--- config.mk ---
export PLATFORM = sky130hd
export DESIGN_NAME = tme_table
export DESIGN_NICKNAME = d
export VERILOG_FILES = /design/src/tme_pkg.sv /design/src/tme_table.sv
export SDC_FILE = /design/constraint.sdc
export NUM_CORES = 2
export LEC_CHECK = 0
export BUFFER_PORTS_ARGS = -buffer_cell sky130_fd_sc_hd__buf_4
export CORE_MARGIN = 2
export CORE_UTILIZATION = 53
export CTS_CLUSTER_SIZE = 24
export DETAILED_ROUTE_END_ITERATION = 8
export GPL_TIMING_DRIVEN = 1
export PLACE_DENSITY = 0.69
export SLEW_MARGIN = 5
export SYNTH_ARGS = -nofsm -noshare
export SYNTH_HDL_FRONTEND = slang
export SYNTH_SLANG_ARGS = --single-unit
--- constraint.sdc ---
create_clock -name clk -period 4.9 [get_ports clk]
set_clock_uncertainty 0.1 [all_clocks]
set_input_delay 0.98 -clock clk [delete_from_list [all_inputs] [get_ports clk]]
set_output_delay 0.98 -clock clk [all_outputs]
set_load 0.1 [all_outputs]
--- src/tme_pkg.sv ---
`timescale 1ns / 1ps

package tme_pkg;

  // Machine geometry
  localparam int STATE_COUNT       = 16;
  localparam int ENTRIES_PER_STATE = 8;
  localparam int TAPE_CELLS        = 1024;

  localparam int TBL_DEPTH = STATE_COUNT * ENTRIES_PER_STATE;
  localparam int TBL_AW    = $clog2(TBL_DEPTH);
  localparam int TAPE_AW   = $clog2(TAPE_CELLS);
  localparam int KW        = (ENTRIES_PER_STATE > 1) ? $clog2(ENTRIES_PER_STATE) : 1;

  // Fixed field widths
  localparam int ACT_W   = 3;
  localparam int STATE_W = 4;
  localparam int SLOT_W  = 3;
  localparam int SYM_W   = 8;
  localparam int DIR_W   = 2;
  localparam int ADDR_W  = 10;
  localparam int CFG_IW  = 2;

  typedef logic [SYM_W-1:0]   sym_t;
  typedef logic [STATE_W-1:0] mstate_t;
  typedef logic [ADDR_W-1:0]  addr_t;

  // Action codes
  localparam logic [ACT_W-1:0] ACT_LOAD  = 3'd0;
  localparam logic [ACT_W-1:0] ACT_WRITE = 3'd1;
  localparam logic [ACT_W-1:0] ACT_READ  = 3'd2;
  localparam logic [ACT_W-1:0] ACT_START = 3'd3;
  localparam logic [ACT_W-1:0] ACT_STEP  = 3'd4;

  // Head move codes; the spare code behaves as stay
  localparam logic [DIR_W-1:0] DIR_STAY  = 2'd0;
  localparam logic [DIR_W-1:0] DIR_LEFT  = 2'd1;
  localparam logic [DIR_W-1:0] DIR_RIGHT = 2'd2;

  // Configuration register indexes
  localparam logic [CFG_IW-1:0] CFG_START  = 2'd0;
  localparam logic [CFG_IW-1:0] CFG_ACCEPT = 2'd1;
  localparam logic [CFG_IW-1:0] CFG_REJECT = 2'd2;

  localparam mstate_t START_RST  = 4'd0;
  localparam mstate_t ACCEPT_RST = 4'd1;
  localparam mstate_t REJECT_RST = 4'd2;

  localparam sym_t BLANK = 8'h20;

  typedef struct packed {
    sym_t                match;
    mstate_t             next;
    logic [DIR_W-1:0]    dir;
    sym_t                wsym;
  } tme_entry_t;

  typedef struct packed {
    logic                wr_en;
    logic                rd_en;
    logic [TBL_AW-1:0]   addr;
    logic                wvalid;
    tme_entry_t          wentry;
  } tbl_req_t;

  typedef struct packed {
    logic                wr_en;
    logic                rd_en;
    logic [TAPE_AW-1:0]  addr;
    sym_t                wdata;
  } tape_req_t;

  typedef struct packed {
    mstate_t             mstate;
    addr_t               head;
    sym_t                sym;
    logic                acc;
    logic                rej;
    logic                nomatch;
    logic                edge_hit;
  } res_t;

endpackage

--- src/tme_table.sv ---
`timescale 1ns / 1ps

module tme_table import tme_pkg::*; (
  input  logic       clk,
  input  logic       rst,
  input  tbl_req_t   req,
  output tme_entry_t rd_entry,
  output logic       rd_valid
);

  tme_entry_t           mem [TBL_DEPTH];
  logic [TBL_DEPTH-1:0] valid_bits;

  always_ff @(posedge clk) begin
    if (req.wr_en) begin
      mem[req.addr] <= req.wentry;
    end
    if (req.rd_en) begin
      rd_entry <= mem[req.addr];
    end
  end

  // Valid bits clear at reset so the whole table reads as unusable
  always_ff @(posedge clk) begin
    if (rst) begin
      valid_bits <= '0;
      rd_valid   <= 1'b0;
    end else begin
      if (req.wr_en) begin
        valid_bits[req.addr] <= req.wvalid;
      end
      if (req.rd_en) begin
        rd_valid <= valid_bits[req.addr];
      end
    end
  end

endmodule

==> flow_summary_export.csv <==
group,metric,value,unit
outcome,status,"finished clean",
drt,wl_per_cell,34.62,microns
floorplan,dieArea,218700,sq um
placed_design,place_inst,8206,
job,maxCapViolCount,0,
drt,via_per_inst,6.592,
sta,finalCritPeriodShare,84.70,%
clocking,htree_levels,5,
logic_synthesis,ys_types,36,
final_layout,final_cell_count_no_fill,8737,
sta,slew_violations,0,
placed_design,dp_hpwl,175.9,mm
logic_synthesis,ys_seq_area_share,77.07,%
clocking,clock_latency,0.95,ns
logic_synthesis,synthCells,5242,
sta,max_slew_margin,14.43,%
drt,drc,0,
critical_path,crit_top_cell,"buf_4",
clocking,cts_resized,0,
placed_design,gp_congestion,0.9005,
critical_path,critPathArrivalTime,4.65,ns
clocking,post_cts_buffers,0,
pwr,leakage,41.06,nW
sta,rsz0062_at_grt,"no",
critical_path,critPathCaptureType,"flip-flop",
floorplan,die_h,467.6,microns
logic_synthesis,yosysTopAreaCell,"edfxtp_1",
critical_path,crit_required,5.40,ns
logic_synthesis,yosysMostFrequentCell,"edfxtp_1",
critical_path,slowest_stage,"nor4_1",
worst_hold_path,hp-class,"primary input to flip-flop",
worst_hold_path,hold_start,"req[12]",
drt,vias,57600,
sta,finalSetupViolations,0,
grt,grt_util_all_layers,27.79,%
drt,drt-pass1-iter-count,6,
floorplan,core,214200,sq um
floorplan,start_util,53.19,%
critical_path,worstSetupStartpointType,"primary input",
logic_synthesis,netlist_top_cells_count,"edfxtp_1 (2838), mux4_2 (751), mux2i_1 (315)",
final_layout,final_nets,5710,
critical_path,r2r-start,"mem[26][14]",
critical_path,startpoint,"req[25]",
drt,routed_wl,302.4,mm
clocking,holdBufCountCts,0,
logic_synthesis,ys_async_sr_fraction,0,%
clocking,ctsRootBufferMaster,"clkbuf_16",
logic_synthesis,synthFlopType,"edfxtp_1",
logic_synthesis,synthesis.nets,5276,
clocking,clockBufferDepth,4,
grt,grt_first_pass_wirelength,426.1,mm
sta,fin_ws,0.7499,ns
sta,period_needed,4.150,ns
pwr,powerDensity,406.4,nW/um^2
floorplan,pin_count,57,
clocking,cts_tree,"done",
critical_path,criticalPathCategory,"primary input to flip-flop",
placed_design,portBuffers,56,
critical_path,path_max_fanout,59,
placed_design,dp_slack,-0.09164,ns
final_layout,syn2layout_area_growth,13.94,%
placed_design,place_area,120600,sq um
sta,fmax,241.0,MHz
final_layout,layout-drive-gt1-share,29.63,%
pwr,max-vdd-ir-drop,406.6,uV
clocking,path_clk_slew,0.07,ns
logic_synthesis,synth.area.top_cells,"edfxtp_1 (75%), mux4_2 (15%), mux2i_1 (2.8%)",
sta,worst_slew_pin_slew,1.272,ns
grt,grt_remaining_overflow,0,
logic_synthesis,synthesis.area,113900,sq um
floorplan,dieWidth,467.6,microns
logic_synthesis,synth_seq_cells,2967,
floorplan,rows,170,
grt,grt_max_degree,91,
clocking,cts_sinks,2967,
sta,finalSetupTns,0,ns
logic_synthesis,avgSynthCellArea,21.73,sq um
clocking,numCtsBuffers,306,
drt,drtIter0Drc,8892,
sta,finalHoldViolations,0,
final_layout,postLayoutCellArea,129800,sq um
logic_synthesis,synth_top_area_share,74.80,%
drt,antenna_left,0,
critical_path,cp_slowest_stage_delay,0.98,ns
logic_synthesis,ys_warn_count,0,
grt,antenna_found_initial,25,
critical_path,r2r_slack,1.43,ns
grt,grt_pass1_vias,56730,
logic_synthesis,synth_edf_count,2838,
critical_path,crit_chain,"buf_8 -> buf_4 -> nand2b_2 -> buf_12 -> buf_4 -> o22ai_1 -> o21ai_0 -> buf_4 -> o211ai_1 -> nor4_1 -> o221ai_1",
cell families after synthesis:
kind of cell	synth area share [%]
flops	77.07
mux	17.78
compound gates	2.379
simple gates	1.385
buf+inv	1.386
power by group:
group,internal [mW],total [mW],switching (mW)
combinational,1.02,2.87,1.85
clock,12.6,21.9,9.28
sequential,27.9,28.0,0.0813
total,41.5,52.8,11.2
state kept, by name, summed over array words and instances, names as in the netlist:
name and flops:
mem 2816, rd_valid 1, valid_bits 128, rd_entry 22
area by class of cell:
type,count,area (sq um)
clock inverters,132,1130
diodes,9,22.52
repair buffers,451,4288
flip-flops and latches,2967,87800
inverters,2,7.507
well taps,2838,3551
clock buffers,390,8100
multi-input cells,1948,24910
fillers,14630,84380
layout by cell type (no fill, tap or decap), types with 61 or more instances in the layout:
cell       count
mux4_2       751
nand2_1      152
a21oi_1      133
nor2_2       128
edfxtp_1    2838
o22ai_1      146
o21ai_0      163
clkbuf_16    312
buf_12        69
clkinv_1      61
clkbuf_1      78
dfxtp_1      129
mux2i_1      315
buf_4        378
metal layers:
metal | share of wire (%) | up-vias | track usage, %
met3 | 11 | 636 | 5.608
met5 | 0.015 | - | 0
met4 | 4.6 | 8 | 11.37
met2 | 47 | 3586 | 42.92
met1 | 38 | 30500 | 39.27
li1 | - | 22860 | -
per-stage QoR:
step / total power [mW] / utilization [%] / hold slack [ns]
3_5_place_dp: 31.36 / 56.28 / 0.3657
2_1_floorplan: 29.96 / - / 0.3533
3_3_place_gp: 31.32 / 56.28 / 0.3589
5_1_grt: 54.05 / 60.60 / 0.3525
6_report: 52.75 / 60.60 / 0.3700
4_1_cts: 52.99 / 60.59 / 0.3295
worst max-delay path, delay by kind of cell:
family | cells | cell delay, ns
AND/OR/NAND/NOR | 2 | 1.35
AO/OA/AOI/OAI | 4 | 0.71
buffers and inverters | 5 | 1.47
path summary, 6_finish.rpt:
kind	to	cells after the start
worst max-delay path	rd_entry[16]	11
worst min register to register	valid_bits[69]	2
worst min-delay path	mem[50][12]	1
worst max register to register	rd_entry[14]	8
(Power assumes the default switching activity.)
