==> src/tme_pkg.sv <==
`timescale 1ns / 1ps

package tme_pkg;

  // Machine geometry
  localparam int STATE_COUNT       = 16;
  localparam int ENTRIES_PER_STATE = 8;
  localparam int TAPE_CELLS        = 1024;

  localparam int TBL_DEPTH = STATE_COUNT * ENTRIES_PER_STATE;
  localparam int TBL_AW    = $clog2(TBL_DEPTH);
  localparam int TAPE_AW   = $clog2(TAPE_CELLS);
  localparam int KW        = (ENTRIES_PER_STATE > 1) ? $clog2(ENTRIES_PER_STATE) : 1;

  // Fixed field widths
  localparam int ACT_W   = 3;
  localparam int STATE_W = 4;
  localparam int SLOT_W  = 3;
  localparam int SYM_W   = 8;
  localparam int DIR_W   = 2;
  localparam int ADDR_W  = 10;
  localparam int CFG_IW  = 2;

  typedef logic [SYM_W-1:0]   sym_t;
  typedef logic [STATE_W-1:0] mstate_t;
  typedef logic [ADDR_W-1:0]  addr_t;

  // Action codes
  localparam logic [ACT_W-1:0] ACT_LOAD  = 3'd0;
  localparam logic [ACT_W-1:0] ACT_WRITE = 3'd1;
  localparam logic [ACT_W-1:0] ACT_READ  = 3'd2;
  localparam logic [ACT_W-1:0] ACT_START = 3'd3;
  localparam logic [ACT_W-1:0] ACT_STEP  = 3'd4;

  // Head move codes; the spare code behaves as stay
  localparam logic [DIR_W-1:0] DIR_STAY  = 2'd0;
  localparam logic [DIR_W-1:0] DIR_LEFT  = 2'd1;
  localparam logic [DIR_W-1:0] DIR_RIGHT = 2'd2;

  // Configuration register indexes
  localparam logic [CFG_IW-1:0] CFG_START  = 2'd0;
  localparam logic [CFG_IW-1:0] CFG_ACCEPT = 2'd1;
  localparam logic [CFG_IW-1:0] CFG_REJECT = 2'd2;

  localparam mstate_t START_RST  = 4'd0;
  localparam mstate_t ACCEPT_RST = 4'd1;
  localparam mstate_t REJECT_RST = 4'd2;

  localparam sym_t BLANK = 8'h20;

  typedef struct packed {
    sym_t                match;
    mstate_t             next;
    logic [DIR_W-1:0]    dir;
    sym_t                wsym;
  } tme_entry_t;

  typedef struct packed {
    logic                wr_en;
    logic                rd_en;
    logic [TBL_AW-1:0]   addr;
    logic                wvalid;
    tme_entry_t          wentry;
  } tbl_req_t;

  typedef struct packed {
    logic                wr_en;
    logic                rd_en;
    logic [TAPE_AW-1:0]  addr;
    sym_t                wdata;
  } tape_req_t;

  typedef struct packed {
    mstate_t             mstate;
    addr_t               head;
    sym_t                sym;
    logic                acc;
    logic                rej;
    logic                nomatch;
    logic                edge_hit;
  } res_t;

endpackage

==> src/tme_ctrl.sv <==
`timescale 1ns / 1ps

module tme_ctrl import tme_pkg::*; (
  input  logic              clk,
  input  logic              rst,
  input  logic              in_valid,
  output logic              in_stall,
  input  logic [ACT_W-1:0]  action,
  input  mstate_t           state_index,
  input  logic [SLOT_W-1:0] slot,
  input  sym_t              match_symbol,
  input  mstate_t           next_state,
  input  logic [DIR_W-1:0]  move_dir,
  input  sym_t              write_symbol,
  input  logic              entry_valid,
  input  addr_t             cell_address,
  input  logic              cfg_we,
  input  logic [CFG_IW-1:0] cfg_index,
  input  mstate_t           cfg_data,
  output tbl_req_t          tbl_req,
  input  tme_entry_t        tbl_entry,
  input  logic              tbl_valid,
  output tape_req_t         tape_req,
  input  sym_t              tape_data,
  input  logic              tape_busy,
  output logic              res_valid,
  output res_t              res,
  input  logic              res_ready
);

  typedef enum logic [5:0] {
    S_IDLE     = 6'b000001,
    S_DISPATCH = 6'b000010,
    S_SCAN     = 6'b000100,
    S_APPLY    = 6'b001000,
    S_RDHEAD   = 6'b010000,
    S_FINISH   = 6'b100000
  } ctrl_state_t;

  ctrl_state_t       state, state_next;

  // Captured word
  logic [ACT_W-1:0]  act;
  mstate_t           sidx;
  logic [SLOT_W-1:0] eslot;
  sym_t              msym;
  mstate_t           nst;
  logic [DIR_W-1:0]  mdir;
  sym_t              wsym;
  logic              evalid;
  addr_t             addr;

  mstate_t           mstate;
  addr_t             head;
  mstate_t           start_q, accept_q, reject_q;
  logic [KW-1:0]     k;
  logic              nomatch_q, edge_q, blank_q;

  logic              in_accept;
  logic              halted, state_ok, load_ok, addr_ok, hit, last_k;
  logic [TBL_AW-1:0] load_addr, base_addr, scan_addr;

  assign in_stall  = (state != S_IDLE) || tape_busy;
  assign in_accept = in_valid && !in_stall;

  always_comb begin
    halted    = (mstate == accept_q) || (mstate == reject_q);
    state_ok  = 32'(mstate) < STATE_COUNT;
    load_ok   = (32'(sidx) < STATE_COUNT) && (32'(eslot) < ENTRIES_PER_STATE);
    addr_ok   = 32'(addr) < TAPE_CELLS;
    load_addr = TBL_AW'(32'(sidx) * ENTRIES_PER_STATE + 32'(eslot));
    base_addr = TBL_AW'(32'(mstate) * ENTRIES_PER_STATE);
    scan_addr = TBL_AW'(32'(mstate) * ENTRIES_PER_STATE + 32'(k) + 1);
    // Shared compare: one entry against the symbol under the head
    hit       = tbl_valid && (tbl_entry.match == tape_data);
    last_k    = 32'(k) == ENTRIES_PER_STATE - 1;
  end

  always_comb begin
    state_next = state;
    tbl_req    = '0;
    tape_req   = '0;
    res_valid  = 1'b0;
    unique case (state)
      S_IDLE: begin
        if (in_accept) begin
          state_next = S_DISPATCH;
        end
      end
      S_DISPATCH: begin
        state_next = S_RDHEAD;
        case (act)
          ACT_LOAD: begin
            tbl_req.wr_en         = load_ok;
            tbl_req.addr          = load_addr;
            tbl_req.wvalid        = evalid;
            tbl_req.wentry.match  = msym;
            tbl_req.wentry.next   = nst;
            tbl_req.wentry.dir    = mdir;
            tbl_req.wentry.wsym   = wsym;
          end
          ACT_WRITE: begin
            tape_req.wr_en = addr_ok;
            tape_req.addr  = TAPE_AW'(addr);
            tape_req.wdata = wsym;
          end
          ACT_READ: begin
            tape_req.rd_en = 1'b1;
            tape_req.addr  = TAPE_AW'(addr);
            state_next     = S_FINISH;
          end
          ACT_STEP: begin
            if (!halted && state_ok) begin
              tape_req.rd_en = 1'b1;
              tape_req.addr  = TAPE_AW'(head);
              tbl_req.rd_en  = 1'b1;
              tbl_req.addr   = base_addr;
              state_next     = S_SCAN;
            end
          end
          default: begin
          end
        endcase
      end
      S_SCAN: begin
        if (hit) begin
          state_next = S_APPLY;
        end else if (last_k) begin
          // tape data still holds the cell under the head
          state_next = S_FINISH;
        end else begin
          tbl_req.rd_en = 1'b1;
          tbl_req.addr  = scan_addr;
        end
      end
      S_APPLY: begin
        tape_req.wr_en = 1'b1;
        tape_req.addr  = TAPE_AW'(head);
        tape_req.wdata = tbl_entry.wsym;
        state_next     = S_RDHEAD;
      end
      S_RDHEAD: begin
        tape_req.rd_en = 1'b1;
        tape_req.addr  = TAPE_AW'(head);
        state_next     = S_FINISH;
      end
      S_FINISH: begin
        res_valid = 1'b1;
        if (res_ready) begin
          state_next = S_IDLE;
        end
      end
      default: begin
        state_next = S_IDLE;
      end
    endcase
  end

  always_comb begin
    res.mstate   = mstate;
    res.head     = head;
    res.sym      = blank_q ? BLANK : tape_data;
    res.acc      = mstate == accept_q;
    res.rej      = mstate == reject_q;
    res.nomatch  = nomatch_q;
    res.edge_hit = edge_q;
  end

  always_ff @(posedge clk) begin
    if (in_accept) begin
      act    <= action;
      sidx   <= state_index;
      eslot  <= slot;
      msym   <= match_symbol;
      nst    <= next_state;
      mdir   <= move_dir;
      wsym   <= write_symbol;
      evalid <= entry_valid;
      addr   <= cell_address;
    end
    if (state == S_DISPATCH) begin
      k <= '0;
    end else if (state == S_SCAN && !hit && !last_k) begin
      k <= k + KW'(1);
    end
  end

  always_ff @(posedge clk) begin
    if (rst) begin
      state     <= S_IDLE;
      mstate    <= '0;
      head      <= '0;
      start_q   <= START_RST;
      accept_q  <= ACCEPT_RST;
      reject_q  <= REJECT_RST;
      nomatch_q <= 1'b0;
      edge_q    <= 1'b0;
      blank_q   <= 1'b0;
    end else begin
      state <= state_next;
      if (cfg_we) begin
        unique case (cfg_index)
          CFG_START:  start_q  <= cfg_data;
          CFG_ACCEPT: accept_q <= cfg_data;
          CFG_REJECT: reject_q <= cfg_data;
          default: begin
          end
        endcase
      end
      unique case (state)
        S_IDLE: begin
          if (in_accept) begin
            nomatch_q <= 1'b0;
            edge_q    <= 1'b0;
            blank_q   <= 1'b0;
          end
        end
        S_DISPATCH: begin
          if (act == ACT_START) begin
            mstate <= start_q;
            head   <= addr_ok ? addr : ADDR_W'(TAPE_CELLS - 1);
          end
          if (act == ACT_READ) begin
            blank_q <= !addr_ok;
          end
          if (act == ACT_STEP && !halted && !state_ok) begin
            nomatch_q <= 1'b1;
          end
        end
        S_SCAN: begin
          if (!hit && last_k) begin
            nomatch_q <= 1'b1;
          end
        end
        S_APPLY: begin
          mstate <= tbl_entry.next;
          // Hold the head at either end of the tape and flag it
          if (tbl_entry.dir == DIR_LEFT) begin
            if (head == '0) begin
              edge_q <= 1'b1;
            end else begin
              head <= head - ADDR_W'(1);
            end
          end else if (tbl_entry.dir == DIR_RIGHT) begin
            if (32'(head) >= TAPE_CELLS - 1) begin
              edge_q <= 1'b1;
            end else begin
              head <= head + ADDR_W'(1);
            end
          end
        end
        S_RDHEAD, S_FINISH: begin
        end
        default: begin
        end
      endcase
    end
  end

  a_hit_applies: assert property (@(posedge clk) disable iff (rst)
    (state == S_SCAN && hit) |=> (state == S_APPLY))
    else $error("matching entry did not lead to apply");

  a_scan_advance: assert property (@(posedge clk) disable iff (rst)
    (state == S_SCAN && !hit && !last_k) |=> (state == S_SCAN && k == $past(k) + KW'(1)))
    else $error("scan did not advance to the next entry");

  a_head_range: assert property (@(posedge clk) disable iff (rst)
    32'(head) < TAPE_CELLS)
    else $error("head left the tape");

  a_clear_idle: assert property (@(posedge clk) disable iff (rst)
    tape_busy |-> (state == S_IDLE && !tape_req.wr_en && !tape_req.rd_en))
    else $error("tape access during clearing pass");

endmodule

==> config.mk <==
export PLATFORM = sky130hd
export DESIGN_NAME = tme_ctrl
export DESIGN_NICKNAME = d
export VERILOG_FILES = /design/src/tme_pkg.sv /design/src/tme_ctrl.sv
export SDC_FILE = /design/constraint.sdc
export NUM_CORES = 1
export LEC_CHECK = 0
export BUFFER_PORTS_ARGS = -buffer_cell sky130_fd_sc_hd__buf_2
export CAP_MARGIN = 20
export CORE_MARGIN = 5
export CORE_UTILIZATION = 27
export CTS_BUF_LIST = sky130_fd_sc_hd__clkbuf_2 sky130_fd_sc_hd__clkbuf_4 sky130_fd_sc_hd__clkbuf_8
export CTS_CLUSTER_DIAMETER = 120
export DETAILED_ROUTE_END_ITERATION = 6
export MAX_ROUTING_LAYER = met4
export PLACE_DENSITY = 0.53
export SKIP_LAST_GASP = 1
export SLEW_MARGIN = 40
export SYNTH_ARGS = -nofsm -noshare
export SYNTH_HDL_FRONTEND = slang
export SYNTH_SLANG_ARGS = --single-unit
==> constraint.sdc <==
create_clock -name clk -period 4.6 [get_ports clk]
set_clock_uncertainty 0.05 [all_clocks]
set_input_delay 0.69 -clock clk [delete_from_list [all_inputs] [get_ports clk]]
set_output_delay 0.69 -clock clk [all_outputs]
set_load 0.02 [all_outputs]
==> impl_results.md <==
* Post-CTS Hold Buffers at 0
* Row count at 46
* Layout area overhead at 27.6%
* Routed Antenna Nets at 0
* Fmax at 280 MHz
* Drt wl/cell at 16.9 um
* Final count of pins violating max slew at 0
* Total global-route track usage at 15.0%
* Vias in the first global route at 4009
* Layout Cells excl Fill at 809
* FFs w/ async S/R, synth at 0%
* CP max stage cell: or4_4
* Initial antenna violation count at 0
* Post-Place Cells at 793
* RSZ-0062 raised after global routing: false
* Filler cell count at 1684
* Root Driver: clkbuf_8
* Postcts setup bufs at 0
* Leak Pwr at 0.00247 uW
* Clock Sinks at 80
* Synth Area per Inst at 9.94 um^2
* Clk Latency, worst-skew pair at 0.36 ns
* Number of remaining DRC errors at 0
* Total routed wirelength at 13600 um
* Synth Net Count at 532
* Vias/cell at 4.75
* Port bufs at 165
* Synth top area share at 29.5%
* Die Wd at 137 um
* Critical path fanouts, max at 10
* Post-Synthesis Cells at 441
* CTS tree: built
* Fin crit period at 3.57 ns
* Cts bufs inserted at 9
* Seq/Total Area, Yosys at 46.3%
* Ys flop type: edfxtp_1
* Cell taking the most area after synthesis: edfxtp_1
* PD cells at 266 nW/um^2
* Share of cells above drive strength 1 at 34.2%
* Worst hold path type: flop to flop
* Critical path type: flop to output pin
* Slew headroom at 42.9%
* EDFF count, synth at 43
* Setup Viol. Count Final at 0
* Core ar. at 15900 um^2
* 1st-iter DRT viols at 205
* Gr ovfl total at 0
* First-pass GRT wire length at 21200 um
* VDD IR max at 144 uV
* Nets@finish at 679
* Tcrit/Tclk final at 77.6%
* Largest stage delay on the critical path at 0.58 ns
* Synth Cell Area at 4380 um^2
* Yosys cell types at 57
* FF+latch count, synth at 80
* Run status: completed
* Startpoint types: flop
* Clock Path Buffers at 2
* Final TNS setup at 0 ns
* Die ar. at 18900 um^2
* Die Y at 137 um
* Max-cap viol count at 0
* Worst-Margin Slew at 0.848 ns
* DP HPWL at 10500 um
* Initial Util at 27.6%
* Post_cts resized at 0
* Post-Route Utilization at 35.2%
* Top area cells in the synthesized netlist: edfxtp_1 29%, dfxtp_1 17%, mux2i_1 4.6%
* Largest net degree at the start of global routing at 31
* Total number of vias at 3843
* Commonest cells post-synth: 43 x edfxtp_1, 41 x nor2_1, 37 x dfxtp_1, 29 x nand2_1, 24 x and2_1
* Antenna Cells at 0
* Final Cell Area at 5590 um^2
* I/O pin cnt at 166
* CTS HTree Levels at 3
* Worst EP arrival at 2.83 ns
* Kind of end point of the critical path: output pin
* Final Hold Fails at 0
* Synth Warn # at 0
* Reg clk slew, reported paths at 0.09 ns
* Placer's final routability congestion estimate at 0.839
* Critical path cell sequence: or4_4, nor2_1, nand3_1, nand2_1, a22o_1, buf_2
* Drt first pass iters at 4
* CP Data Required Time at 3.86 ns
* Post-DP Area at 5390 um^2
* Top-count cell post-synth: edfxtp_1
==> final timing paths <==
path,startpoint,end,slack [ns],cells past startpoint
max,state[5],tape_req[17],1.03,6
min,nomatch_q,nomatch_q,0.41,2
max reg2reg,head[1],head[8],1.95,8
min reg2reg,nomatch_q,nomatch_q,0.41,2
==> area by class of cell <==
type | instances | area, um^2 | area share (%)
Sequential cell | 80 | 2030 | 36.3
Clock buffer | 10 | 131 | 2.35
Inverter | 8 | 30.0 | 0.537
Tap cell | 216 | 270 | 4.83
Timing Repair Buffer | 173 | 906 | 16.2
Multi-Input combinational cell | 316 | 2160 | 38.5
Clock inverter | 6 | 67.6 | 1.21
==> worst max-delay path, delay by kind of cell, from the launching register on <==
kind,cells,cell delay (ns)
and+or+nand+nor,4,1.73
AOI/OAI and AO/OA,1,0.24
DFF,1,0.33
buffers and inverters,1,0.16
==> metal layers <==
| layer | track usage, % | routed length [um] |
|---|---|---|
| met1 | 17.8 | 5700 |
| met2 | 24.2 | 6540 |
| met3 | 3.98 | 1100 |
| met4 | 6.21 | 296 |
| met5 | - | 0 |
==> cells in the final DEF, fill, tap and decap left out, drive strengths merged, types with 4 or more instances in the layout <==
cell    instances
o21ai          17
nor2           41
a21o            4
buf           173
edfxtp         43
nand2b          7
and2           24
nand2          29
nand3           8
nor2b           6
dfxtp          37
inv             9
ha              5
nor3b           6
a211oi         10
nand3b          4
a21oi          17
o22ai           4
mux2i          20
nand4           4
clkbuf         10
xor2           13
a22o           19
or4             5
nor4           10
nor3            8
xnor2          16
==> metrics by stage <==
stage	setup slack (ns)	power, uW	hold slack, ns
2_1_floorplan	1.26	898	0.384
3_3_place_gp	1.38	963	0.401
3_5_place_dp	1.34	970	0.407
4_1_cts	0.959	1510	0.415
5_1_grt	0.783	1560	0.411
6_report	1.03	1490	0.415
==> power breakdown <==
group          switching [uW]  leakage [uW]  internal (uW)  total (uW)
logic                    82.8       0.00167           67.3         150
clock network             275     0.0000963            259         534
registers                18.1      0.000699            784         802
total                     376       0.00247           1110        1490
==> state kept, by name, summed over array words and instances, names as in the netlist, 2 cells and up <==
| signal | flops |
|---|---|
| head | 10 |
| mstate | 4 |
| act | 3 |
| eslot | 3 |
| wsym | 8 |
| mdir | 2 |
| addr | 10 |
| msym | 8 |
| accept_q | 4 |
| start_q | 4 |
| state | 6 |
| sidx | 4 |
| k | 3 |
| reject_q | 4 |
| nst | 4 |
==> logic make-up after synthesis <==
| group | synth area share [%] |
|---|---|
| AO/OA/AOI/OAI | 15.2 |
| XOR/XNOR | 5.79 |
| adder cells (fa/ha/maj) | 1.43 |
| buffers and inverters | 5.02 |
| flip-flops | 46.3 |
| multiplexers | 4.57 |
| AND/OR/NAND/NOR | 21.6 |
(Power assumes the default switching activity.)
